--- src/hw/rtl/kf1d_pkg.sv ---
// ----------------------------------------------------------------------------
// kf1d_pkg: shared types and constants of the scalar Kalman filter
// Payload structs, controller-to-datapath command and status, and the
// constant helpers used to build the reset values.
// ----------------------------------------------------------------------------
package kf1d_pkg;

    // Word width of every payload field and estimate value (signed Q16.16 by default).
    localparam int DW                = 32;
    localparam int FRAC_BITS_DEFAULT = 16;

    // One quotient bit is produced per divider step.
    localparam int DIV_STEPS = DW;
    localparam int CNT_W     = $clog2(DIV_STEPS);

    // Configuration register indexes.
    localparam int CFG_IDX_W = 1;
    localparam logic [CFG_IDX_W-1:0] REG_MEASUREMENT_VAR = 1'b0;
    localparam logic [CFG_IDX_W-1:0] REG_MOTION_VAR      = 1'b1;

    typedef struct packed {
        logic [DW-1:0] measurement;
        logic [DW-1:0] motion_step;
    } kf1d_in_t;

    typedef struct packed {
        logic [DW-1:0] posterior_mean;
        logic [DW-1:0] posterior_var;
        logic [DW-1:0] predicted_mean;
        logic [DW-1:0] predicted_var;
    } kf1d_out_t;

    // Operand selection of the shared multiplier.
    typedef enum logic [1:0] {
        MUL_NONE = 2'd0,
        MUL_MEAN = 2'd1,    // |estimate mean| * measurement variance
        MUL_MEAS = 2'd2,    // |measurement| * estimate variance
        MUL_VAR  = 2'd3     // estimate variance * measurement variance
    } mul_op_t;

    typedef struct packed {
        logic    load_input;
        mul_op_t mul_op;
        logic    combine;
        logic    div_step;
        logic    finish;
    } kf1d_cmd_t;

    typedef struct packed {
        logic div_last;
    } kf1d_status_t;

    // Clamp a double-width constant to the unsigned word range.
    function automatic logic [DW-1:0] sat_to_word(input logic [2*DW-1:0] x);
        logic [DW-1:0] r;
        if (x[2*DW-1:DW] != '0)
        begin
            r = '1;
        end
        else
        begin
            r = x[DW-1:0];
        end
        return r;
    endfunction

endpackage

--- src/hw/rtl/kalman_filter_1d.sv ---
// ----------------------------------------------------------------------------
// kalman_filter_1d: scalar Kalman filter in signed fixed point
// Fuses each position measurement with the running estimate, then applies
// the motion step, and returns the posterior and predicted mean/variance.
// ----------------------------------------------------------------------------
//
//  Channel   Direction  Handshake             Payload
//  input     in         in_valid / in_stall   kf1d_in_t  (measurement, motion_step)
//  output    out        out_valid / out_stall kf1d_out_t (posterior and predicted pairs)
//  config    in         cfg_write             cfg_index, cfg_data
//
//  An item passes from its transfer through the mean, measurement and
//  variance products on the shared multiplier, the operand setup, 32 steps
//  of the two restoring dividers (one quotient bit per step) and the finish.
//  The next item is taken the cycle after the result is loaded, so the
//  filter takes no new item while one is in progress.
//  A result that is stalled at the output holds the finished computation in
//  its last step; the input stays stalled until the result register frees.
//  Reset loads the estimate (mean 0, variance 1000.0) and the default noise
//  variances; no clearing pass is needed.
//
module kalman_filter_1d #(
    parameter int FRAC_BITS = kf1d_pkg::FRAC_BITS_DEFAULT
) (
    input  logic                           clk,
    input  logic                           rst_n,
    input  logic                           cfg_write,
    input  logic [kf1d_pkg::CFG_IDX_W-1:0] cfg_index,
    input  logic [kf1d_pkg::DW-1:0]        cfg_data,
    input  logic                           in_valid,
    output logic                           in_stall,
    input  kf1d_pkg::kf1d_in_t             in_data,
    output logic                           out_valid,
    input  logic                           out_stall,
    output kf1d_pkg::kf1d_out_t            out_data
);
    import kf1d_pkg::*;

    // Reset constants built at double width and clamped to the word, so a
    // wide fraction that would overflow saturates instead of wrapping.
    localparam logic [2*DW-1:0] ONE_WIDE        = (2*DW)'(1) << FRAC_BITS;
    localparam logic [2*DW-1:0] EST_VAR_WIDE    = ONE_WIDE * (2*DW)'(1000);
    localparam logic [2*DW-1:0] MEAS_VAR_WIDE   = ONE_WIDE * (2*DW)'(2);
    localparam logic [2*DW-1:0] MOTION_VAR_WIDE = (ONE_WIDE * (2*DW)'(3) + (2*DW)'(5))
                                                  / (2*DW)'(10);

    kf1d_cmd_t    cmd;
    kf1d_status_t status;

    // The controller owns sequencing and both handshakes; the datapath owns
    // every payload register and only acts on the command it is given.
    kf1d_ctrl u_ctrl (
        .clk       (clk),
        .rst_n     (rst_n),
        .in_valid  (in_valid),
        .in_stall  (in_stall),
        .out_valid (out_valid),
        .out_stall (out_stall),
        .status    (status),
        .cmd       (cmd)
    );

    kf1d_datapath #(
        .EST_VAR_RESET    (sat_to_word(EST_VAR_WIDE)),
        .MEAS_VAR_RESET   (sat_to_word(MEAS_VAR_WIDE)),
        .MOTION_VAR_RESET (sat_to_word(MOTION_VAR_WIDE))
    ) u_datapath (
        .clk       (clk),
        .rst_n     (rst_n),
        .cfg_write (cfg_write),
        .cfg_index (cfg_index),
        .cfg_data  (cfg_data),
        .in_data   (in_data),
        .out_data  (out_data),
        .cmd       (cmd),
        .status    (status)
    );

endmodule

--- src/hw/rtl/kf1d_ctrl.sv ---
// ----------------------------------------------------------------------------
// kf1d_ctrl: sequencing state machine of the scalar Kalman filter
// Steps the datapath through three multiplies, the operand setup, the
// restoring divisions and the final prediction, and owns both handshakes.
// ----------------------------------------------------------------------------
module kf1d_ctrl (
    input  logic                   clk,
    input  logic                   rst_n,
    input  logic                   in_valid,
    output logic                   in_stall,
    output logic                   out_valid,
    input  logic                   out_stall,
    input  kf1d_pkg::kf1d_status_t status,
    output kf1d_pkg::kf1d_cmd_t    cmd
);
    import kf1d_pkg::*;

    typedef enum logic [6:0] {
        S_IDLE     = 7'b0000001,
        S_MUL_MEAN = 7'b0000010,
        S_MUL_MEAS = 7'b0000100,
        S_MUL_VAR  = 7'b0001000,
        S_COMBINE  = 7'b0010000,
        S_DIVIDE   = 7'b0100000,
        S_FINISH   = 7'b1000000
    } state_t;

    state_t state_reg, state_next;
    logic   out_valid_reg, out_valid_next;
    logic   out_free;

    // The result register can take a new result when empty or being drained.
    assign out_free = !out_valid_reg || !out_stall;

    always_comb
    begin
        state_next     = state_reg;
        out_valid_next = out_valid_reg && out_stall;
        cmd            = '0;
        cmd.mul_op     = MUL_NONE;
        unique case (state_reg)
            S_IDLE:
            begin
                if (in_valid)
                begin
                    cmd.load_input = 1'b1;
                    state_next     = S_MUL_MEAN;
                end
            end
            S_MUL_MEAN:
            begin
                cmd.mul_op = MUL_MEAN;
                state_next = S_MUL_MEAS;
            end
            S_MUL_MEAS:
            begin
                cmd.mul_op = MUL_MEAS;
                state_next = S_MUL_VAR;
            end
            S_MUL_VAR:
            begin
                cmd.mul_op = MUL_VAR;
                state_next = S_COMBINE;
            end
            S_COMBINE:
            begin
                cmd.combine = 1'b1;
                state_next  = S_DIVIDE;
            end
            S_DIVIDE:
            begin
                cmd.div_step = 1'b1;
                if (status.div_last)
                begin
                    state_next = S_FINISH;
                end
            end
            S_FINISH:
            begin
                if (out_free)
                begin
                    cmd.finish     = 1'b1;
                    out_valid_next = 1'b1;
                    state_next     = S_IDLE;
                end
            end
            default:
            begin
                state_next = S_IDLE;
            end
        endcase
    end

    always_ff @(posedge clk or negedge rst_n)
    begin
        if (!rst_n)
        begin
            state_reg     <= S_IDLE;
            out_valid_reg <= 1'b0;
        end
        else
        begin
            state_reg     <= state_next;
            out_valid_reg <= out_valid_next;
        end
    end

    assign in_stall  = (state_reg != S_IDLE);
    assign out_valid = out_valid_reg;

endmodule

--- src/hw/rtl/kf1d_datapath.sv ---
// ----------------------------------------------------------------------------
// kf1d_datapath: arithmetic and storage of the scalar Kalman filter
// Configuration registers, estimate state, one shared multiplier, two
// restoring dividers stepped together, the prediction adders and the
// result register.
// ----------------------------------------------------------------------------
module kf1d_datapath #(
    parameter logic [kf1d_pkg::DW-1:0] EST_VAR_RESET    = '0,
    parameter logic [kf1d_pkg::DW-1:0] MEAS_VAR_RESET   = '0,
    parameter logic [kf1d_pkg::DW-1:0] MOTION_VAR_RESET = '0
) (
    input  logic                                 clk,
    input  logic                                 rst_n,
    input  logic                                 cfg_write,
    input  logic [kf1d_pkg::CFG_IDX_W-1:0]       cfg_index,
    input  logic [kf1d_pkg::DW-1:0]              cfg_data,
    input  kf1d_pkg::kf1d_in_t                   in_data,
    output kf1d_pkg::kf1d_out_t                  out_data,
    input  kf1d_pkg::kf1d_cmd_t                  cmd,
    output kf1d_pkg::kf1d_status_t               status
);
    import kf1d_pkg::*;

    logic [DW-1:0]   meas_var_reg, motion_var_reg;
    logic [DW-1:0]   est_mean_reg, est_var_reg;
    logic [DW-1:0]   z_reg, u_reg;
    logic [2*DW-1:0] t1_reg, t2_reg, vr_reg;
    logic [DW:0]     divisor_reg;
    logic            zero_total_reg, neg_reg;
    logic [DW:0]     rem_a_reg, rem_b_reg;
    logic [DW-1:0]   quo_a_reg, quo_b_reg;
    logic [CNT_W-1:0] cnt_reg;
    kf1d_out_t       out_reg;

    logic            est_neg, z_neg;
    logic [DW-1:0]   est_mag, z_mag;
    logic [DW-1:0]   mul_a, mul_b;
    logic [2*DW-1:0] product;
    logic [DW:0]     total;
    logic [2*DW-1:0] sum;
    logic            sum_neg;
    logic [DW+1:0]   trial_a, trial_b, diff_a, diff_b;
    logic            ge_a, ge_b;
    logic [DW-1:0]   post_mean, post_var, pred_mean, pred_var;
    logic [DW:0]     mean_sum, var_sum;

    // Configuration writes.
    always_ff @(posedge clk or negedge rst_n)
    begin
        if (!rst_n)
        begin
            meas_var_reg   <= MEAS_VAR_RESET;
            motion_var_reg <= MOTION_VAR_RESET;
        end
        else if (cfg_write)
        begin
            unique case (cfg_index)
                REG_MEASUREMENT_VAR: meas_var_reg   <= cfg_data;
                REG_MOTION_VAR:      motion_var_reg <= cfg_data;
                default:             ;
            endcase
        end
    end

    // Sign and magnitude of the two signed operands.
    assign est_neg = est_mean_reg[DW-1];
    assign z_neg   = z_reg[DW-1];
    assign est_mag = est_neg ? (~est_mean_reg + DW'(1)) : est_mean_reg;
    assign z_mag   = z_neg ? (~z_reg + DW'(1)) : z_reg;

    always_comb
    begin
        unique case (cmd.mul_op)
            MUL_MEAN:
            begin
                mul_a = est_mag;
                mul_b = meas_var_reg;
            end
            MUL_MEAS:
            begin
                mul_a = z_mag;
                mul_b = est_var_reg;
            end
            MUL_VAR:
            begin
                mul_a = est_var_reg;
                mul_b = meas_var_reg;
            end
            MUL_NONE:
            begin
                mul_a = '0;
                mul_b = '0;
            end
            default:
            begin
                mul_a = '0;
                mul_b = '0;
            end
        endcase
    end

    assign product = {{DW{1'b0}}, mul_a} * {{DW{1'b0}}, mul_b};

    always_ff @(posedge clk)
    begin
        if (cmd.load_input)
        begin
            z_reg <= in_data.measurement;
            u_reg <= in_data.motion_step;
        end
        if (cmd.mul_op == MUL_MEAN)
        begin
            t1_reg <= product;
        end
        if (cmd.mul_op == MUL_MEAS)
        begin
            t2_reg <= product;
        end
        if (cmd.mul_op == MUL_VAR)
        begin
            vr_reg <= product;
        end
    end

    // Signed numerator from the two magnitude products.
    assign total = {1'b0, est_var_reg} + {1'b0, meas_var_reg};

    always_comb
    begin
        if (est_neg == z_neg)
        begin
            sum     = t1_reg + t2_reg;
            sum_neg = est_neg;
        end
        else if (t1_reg < t2_reg)
        begin
            sum     = t2_reg - t1_reg;
            sum_neg = z_neg;
        end
        else
        begin
            sum     = t1_reg - t2_reg;
            sum_neg = est_neg;
        end
    end

    // Restoring division steps. Both quotients are known to fit one word, so
    // the upper dividend half starts as the partial remainder.
    assign trial_a = {rem_a_reg, quo_a_reg[DW-1]};
    assign trial_b = {rem_b_reg, quo_b_reg[DW-1]};
    assign diff_a  = trial_a - {1'b0, divisor_reg};
    assign diff_b  = trial_b - {1'b0, divisor_reg};
    assign ge_a    = (trial_a >= {1'b0, divisor_reg});
    assign ge_b    = (trial_b >= {1'b0, divisor_reg});

    always_ff @(posedge clk)
    begin
        if (cmd.combine)
        begin
            divisor_reg    <= total;
            zero_total_reg <= (total == '0);
            neg_reg        <= sum_neg;
            rem_a_reg      <= {1'b0, sum[2*DW-1:DW]};
            quo_a_reg      <= sum[DW-1:0];
            rem_b_reg      <= {1'b0, vr_reg[2*DW-1:DW]};
            quo_b_reg      <= vr_reg[DW-1:0];
        end
        else if (cmd.div_step)
        begin
            rem_a_reg <= ge_a ? diff_a[DW:0] : trial_a[DW:0];
            quo_a_reg <= {quo_a_reg[DW-2:0], ge_a};
            rem_b_reg <= ge_b ? diff_b[DW:0] : trial_b[DW:0];
            quo_b_reg <= {quo_b_reg[DW-2:0], ge_b};
        end
    end

    always_ff @(posedge clk or negedge rst_n)
    begin
        if (!rst_n)
        begin
            cnt_reg <= '0;
        end
        else if (cmd.combine)
        begin
            cnt_reg <= '0;
        end
        else if (cmd.div_step)
        begin
            cnt_reg <= cnt_reg + CNT_W'(1);
        end
    end

    assign status.div_last = (cnt_reg == CNT_W'(DIV_STEPS - 1));

    // Update result, with zero total variance passing the estimate through.
    always_comb
    begin
        if (zero_total_reg)
        begin
            post_mean = est_mean_reg;
            post_var  = '0;
        end
        else
        begin
            post_mean = neg_reg ? (~quo_a_reg + DW'(1)) : quo_a_reg;
            post_var  = quo_b_reg;
        end
    end

    // Saturating prediction.
    assign mean_sum = {post_mean[DW-1], post_mean} + {u_reg[DW-1], u_reg};
    assign var_sum  = {1'b0, post_var} + {1'b0, motion_var_reg};

    always_comb
    begin
        if (mean_sum[DW] != mean_sum[DW-1])
        begin
            pred_mean = mean_sum[DW] ? {1'b1, {(DW-1){1'b0}}} : {1'b0, {(DW-1){1'b1}}};
        end
        else
        begin
            pred_mean = mean_sum[DW-1:0];
        end
        pred_var = var_sum[DW] ? '1 : var_sum[DW-1:0];
    end

    always_ff @(posedge clk or negedge rst_n)
    begin
        if (!rst_n)
        begin
            est_mean_reg <= '0;
            est_var_reg  <= EST_VAR_RESET;
        end
        else if (cmd.finish)
        begin
            est_mean_reg <= pred_mean;
            est_var_reg  <= pred_var;
        end
    end

    always_ff @(posedge clk)
    begin
        if (cmd.finish)
        begin
            out_reg.posterior_mean <= post_mean;
            out_reg.posterior_var  <= post_var;
            out_reg.predicted_mean <= pred_mean;
            out_reg.predicted_var  <= pred_var;
        end
    end

    assign out_data = out_reg;

endmodule
--- config.mk ---
export PLATFORM = sky130hd
export DESIGN_NAME = kalman_filter_1d
export DESIGN_NICKNAME = d
export VERILOG_FILES = /design/src/hw/rtl/kf1d_pkg.sv /design/src/hw/rtl/kalman_filter_1d.sv /design/src/hw/rtl/kf1d_ctrl.sv /design/src/hw/rtl/kf1d_datapath.sv
export SDC_FILE = /design/constraint.sdc
export NUM_CORES = 2
export LEC_CHECK = 0
export BUFFER_PORTS_ARGS = -buffer_cell sky130_fd_sc_hd__buf_2
export CAP_MARGIN = 25
export CORE_ASPECT_RATIO = 0.8
export CORE_UTILIZATION = 59
export CTS_BUF_LIST = sky130_fd_sc_hd__clkbuf_4 sky130_fd_sc_hd__clkbuf_8 sky130_fd_sc_hd__clkbuf_16
export DETAILED_ROUTE_END_ITERATION = 6
export HOLD_SLACK_MARGIN = 0.1
export PLACE_DENSITY_LB_ADDON = 0.15
export SLEW_MARGIN = 0
export SYNTH_ARGS = -nofsm -noshare
export SYNTH_HDL_FRONTEND = slang
export SYNTH_SLANG_ARGS = --single-unit
--- constraint.sdc ---
create_clock -name clk -period 13.21 [get_ports clk]
set_input_delay 1.321 -clock clk [delete_from_list [all_inputs] [get_ports clk]]
set_output_delay 1.321 -clock clk [all_outputs]
set_load 0.005 [all_outputs]
; Word level (Yosys, flattened, before mapping)
; Index checks and enable logic that the tools add are counted.
[totals]
elab_cells = 112
ff_bits = 690
output_inout_bits = 130
inputBits = 102
[classes]
n_bitwise = 4
n_reduce_logical = 11
muxes = 39
add_sub_neg = 12
n_lt_le_gt_ge = 3
multipliers = 1
eq_ne = 17
[op_table]
columns = cell, n
row1 = $mux 32, 16
row2 = $mux 64, 2
row3 = $pmux 32 s4, 1
row4 = $sub 64x64->64, 2
row5 = $add 32x32->33, 3
row6 = $add 32x1->32 const B, 3
row7 = $not 32->32, 3
row8 = $pmux 32 s3, 1
row9 = $ge 34x33->1, 2
row10 = $mux 33, 2
row11 = $sub 33x33->33, 2
row12 = $add 64x64->64, 1
row13 = $lt 64x64->1, 1
row14 = $mul 32x32->64, 1
row15 = $pmux 7 s7, 1
row16 = $logic_not 33->1, 1
row17 = $mux 7, 3
row18 = $mux 1, 10
row19 = $mux 5, 2
row20 = $eq 7x1->1 const B, 1
row21 = $eq 7x2->1 const B, 1
row22 = $eq 7x3->1 const B, 1
row23 = $eq 7x4->1 const B, 1
row24 = $eq 7x5->1 const B, 1
row25 = other kinds (21), 25

; Longest topological paths before layout
[depth]
ltp_word = 7
depth_mapped = 45
depth_no_buf = 42

; Hierarchy
; Synthesis repeated with hierarchy kept, for this count alone.
[unflattened]
cells_unflattened = 8715
area_unflattened_um2 = 79296.1
[by_module_without_submodules]
columns = mod, area_per_inst_um2, instances, cells_each, seq_area_each_um2
row1 = kf1d_datapath, 78768.0, 1, 8653, 19812.8
row2 = kf1d_ctrl, 528.0, 1, 62, 201.4

; Worst setup path after synthesis
; Ideal clock, no wire load.
[synth_path]
kind = register to register
start = register u_ctrl.state_reg[1]
end = register u_datapath.t1_reg[63] (data pin)
path_slack_ps = 2699
setup_time_ps = 267
path_stages_with_launch = 34
arrival_ps = 10244
t_required_ps = 12943
path_cell_list = dfrtp_1 nor3_1 nand4b_1 inv_2 clkbuf_1 clkbuf_1 a22o_1 nand2_1 fa_1 inv_1 fa_1 fa_1 inv_1 fa_1 inv_1 fa_1 fa_1 fa_1 inv_1 fa_1 inv_1 ha_1 clkbuf_1 a21o_1 a21oi_1 nand3_1 o31ai_1 o311a_1 nor2_1 a21boi_0 o211ai_1 a2111oi_0 nor2_1 xnor2_1
[synth_between]
elab_chain_cells = 6
word_cells_on_any_way = 12
classes_between = 1 x mul / 6 x eq/ne / 3 x mux / 2 x reduce/logical
[synth_lines]
columns = element, line_no
row1 = from (decl), kf1d_ctrl.sv:28  ; state_t state_reg, state_next;
row2 = from (signal assigned), kf1d_ctrl.sv:103  ; state_reg <= state_next;
row3 = $eq 7x4->1 (tied with other cells), kf1d_ctrl.sv:41  ; unique case (state_reg)
row4 = $pmux 2 s3 *, kf1d_ctrl.sv:41
row5 = $eq 2x2->1 or $eq 2x1->1 (tied branches), kf1d_datapath.sv:73  ; unique case (cmd.mul_op)
row6 = $reduce_or 2->1 (no line), n/a
row7 = $pmux 32 s3, kf1d_datapath.sv:73
row8 = $mul 32x32->64 *, kf1d_datapath.sv:102  ; assign product = {{DW{1'b0}}, mul_a} * {{DW{1'b0}}, mul_b};
row9 = via u_datapath.product[63], kf1d_datapath.sv:38  ; logic [2*DW-1:0] product;
row10 = to (signal assigned), kf1d_datapath.sv:113  ; t1_reg <= product;
row11 = to (decl), kf1d_datapath.sv:27  ; logic [2*DW-1:0] t1_reg, t2_reg, vr_reg;
; The timed path passes the listed nets; every way through them passes the cells marked *.
; A chain may end at the register's enable or synchronous reset.

; Worst setup path in the final report
[layout_path]
start = register u_datapath.est_mean_reg[5]
end = register u_datapath.t2_reg[59] (data pin)
[layout_between]
elab_chain_cells = 5
[layout_lines]
columns = element, line_no
row1 = from (decl), kf1d_datapath.sv:25  ; logic [DW-1:0] est_mean_reg, est_var_reg;
row2 = from (signal assigned), kf1d_datapath.sv:236  ; est_mean_reg <= pred_mean;
row3 = $not 32->32, kf1d_datapath.sv:68  ; assign est_mag = est_neg ? (~est_mean_reg + DW'(1)) : est_mean_reg;
row4 = $add 32x1->32, kf1d_datapath.sv:68
row5 = $mux 32 *, kf1d_datapath.sv:68
row6 = $pmux 32 s4 *, kf1d_datapath.sv:73
row7 = $mul 32x32->64 *, kf1d_datapath.sv:102
row8 = via u_datapath.product[59], kf1d_datapath.sv:38
row9 = to (signal assigned), kf1d_datapath.sv:117  ; t2_reg <= product;
row10 = to (decl), kf1d_datapath.sv:27
; Marked as above.

==> flow_summary.json <==
{
  "status": "finished with violations",
  "violations": "DRC",
  "critPathCaptureType": "register",
  "hold_violations": 0,
  "async_reset_ff_share_pct": 20.43,
  "tns_ns": 0,
  "grt_max_degree": 151,
  "worstPathRequired_ns": 13.63,
  "grt_pass1_vias": 65124,
  "rsz0062_at_grt": "no",
  "grt_util_all_layers_pct": 44.13,
  "num_rows": 119,
  "dr.pass1.iters": 7,
  "routabilityCongestion": 1.075,
  "io_pins": 232,
  "cp.depth": 32,
  "path_buf_inv": 4,
  "cap_violations": 0,
  "use_met1_pct": 59.48,
  "largest_reg_flops": 128,
  "die_h_um": 328.4,
  "synth_ff_type": "edfxtp_1",
  "clock_latency_ns": 0.74,
  "coreArea_um2": 131900,
  "num_vias": 67483,
  "vias_per_cell": 6.492,
  "period_needed_ns": 11.62,
  "fin_crit_sh_pct": 87.93,
  "critPathTopFamily": "adder cells",
  "max_slew_margin_pct": 14.31,
  "cts_hold_buf": 0,
  "syn2layout_area_growth_pct": 7.244,
  "whs_path_depth": 1,
  "antenna_found_initial": 40,
  "synth_edf_count": 547,
  "wl_per_cell_um": 28.69,
  "power_density_nw_per_um2": 133.6,
  "syn_nets": 10166,
  "final_area_um2": 84280,
  "final_cell_mix": "1,144 x inv_1, 1,011 x nor2_1, 904 x fa_1",
  "path_common_cell": "fa_1",
  "reg2reg_depth": 32,
  "htreeDepth": 3,
  "layout-drive-gt1-share_pct": 8.236,
  "worstPathMaxFanout": 17,
  "yosysTopAreaCell": "fa_1",
  "setup_viol": 0,
  "synth_area_um2": 78590,
  "postCtsSetupRepairBufs": 0,
  "wl_mm": 298.2,
  "synth-seq-area-share_pct": 25.47,
  "ctsRootBufferMaster": "clkbuf_16",
  "busiest_layer": "met2",
  "min_path_type": "register to register",
  "grt-ovfl-total": 0,
  "worstSetupStartpoint": "u_datapath.est_mean_reg[5]",
  "io_buffers": 231,
  "synth.area.top_cells": "fa_1 23%, edfxtp_1 21%, ha_1 9.9%",
  "crit_type": "register to register",
  "cts_resized": 0,
  "use_met2_pct": 60.87,
  "holdCritStartpoint": "u_datapath.rem_a_reg[32]",
  "power_leakage_nw": 37.85,
  "drc": 16,
  "regToRegStartpoint": "u_datapath.est_mean_reg[5]",
  "syn_area_per_cell_um2": 9.203,
  "start_kind": "register",
  "numCtsBuffers": 73,
  "cp_slowest_cell": "a221o_1",
  "fillers": 11153,
  "vdd_drop_max_v": 0.0001262,
  "cts_buffer_depth": 3,
  "fp.dieArea_um2": 134700,
  "seq_area_um2": 20010,
  "finalClockSkew_ns": 0.06880,
  "drt.antenna.violating_nets": 0,
  "max_stage_delay_ns": 0.75,
  "yosys_warnings": 0,
  "grtUsageMet3_pct": 19.18,
  "grt_pass1_wl_mm": 432.3,
  "endpoint": "u_datapath.t2_reg[59]",
  "cts.reportedPaths.clkPinSlew_ns": 0.07,
  "syn_inst": 8540,
  "multi_input_area_um2": 52940,
  "cts_tree": "yes",
  "nets": 10191,
  "r2r_slack_ns": 1.59,
  "dp.final_hpwl_mm": 236.9,
  "drt_iter0_markers": 8896,
  "fmax_ghz": 0.08609,
  "arrival_ns": 12.04,
  "place_area_um2": 81680,
  "tightest_slew_ns": 1.285,
  "layout_commonest_cell": "inv_1",
  "start_util_pct": 59.57,
  "slew_violations": 0,
  "rr_endpoint": "u_datapath.t2_reg[59]",
  "ys_ff_latch": 690,
  "clock-sinks": 690,
  "synth_cell_types": 91,
  "yosysTopAreaCellShare_pct": 23.03,
  "fp.dieW_um": 410.1
}
## stage by stage
step | cells | setup slack, ns | util, % | power, mW | hold WS (ns)
floorplan | 8540 | 2.699 | - | 6.356 | 0.4413
global placement | 10230 | 1.953 | 61.86 | 8.725 | 0.4574
detailed placement | 10235 | 1.744 | 61.92 | 8.822 | 0.4664
CTS | 10366 | 1.690 | 63.75 | 10.96 | 0.4823
global route | 10380 | 1.056 | 63.86 | 11.60 | 0.5062
finish | 10395 | 1.595 | 63.89 | 11.26 | 0.4806
## where the power goes
part,total [mW],switching (mW),internal (mW),leakage (nW)
sequential,2.88,0.169,2.71,6.55
combinational,6.25,4.47,1.78,30.1
clock,2.14,0.943,1.19,1.20
total,11.3,5.58,5.68,37.9
## worst min-delay path by stage
stage,endpoint,slack [ns]
final,u_datapath.rem_a_reg[32],0.48
after global routing,u_datapath.rem_a_reg[32],0.51
after CTS,u_datapath.rem_a_reg[32],0.48
after detailed placement,u_datapath.rem_a_reg[32],0.47
after global placement,u_datapath.rem_a_reg[32],0.46
after floorplan,u_datapath.rem_a_reg[32],0.44
## area by class of cell
type | count | share of cell area, %
antenna | 20 | 0.05938
sequential | 690 | 23.75
timing repair buffer | 372 | 2.760
inverter | 1151 | 5.147
tap | 1754 | 2.604
clock buffer | 95 | 2.442
clock inverter | 36 | 0.4290
multi-input combinational | 6277 | 62.81
## synthesized netlist by cell type, drive strengths merged (38+ instances only)
cell	number
inv	1149
nor2	1013
fa	904
nand2	884
ha	620
a21oi	558
edfxtp	547
clkbuf	384
o21ai	364
xnor2	201
a21o	158
xor2	155
dfrtp	125
o21bai	97
mux2	94
nand3	83
nor2b	82
nand4	81
nor3	76
a31oi	73
o31ai	70
a211oi	58
nand2b	54
o211ai	52
o21a	48
mux2i	46
buf	38
## cell families (layout without fill, tap and decap cells)
family | count (synthesis) | after routing | share of synthesized area [%]
xor gates and xnor gates | 356 | 356 | 3.967
DFF | 690 | 690 | 25.47
adders and majority gates | 1526 | 1526 | 32.92
buffers and inverters | 1573 | 1654 | 7.565
AOI/OAI and AO/OA | 1775 | 1775 | 14.49
and+or+nand+nor | 2480 | 2480 | 13.65
muxes | 140 | 140 | 1.933
other | 0 | 20 | 0
## routing by layer
metal / up-vias / part of all wire (%)
li1: 28609 / -
met1: 33436 / 39
met2: 4600 / 40
met3: 812 / 16
met4: 26 / 5.5
met5: - / 0.065
Power figures use the tool's default switching activity.
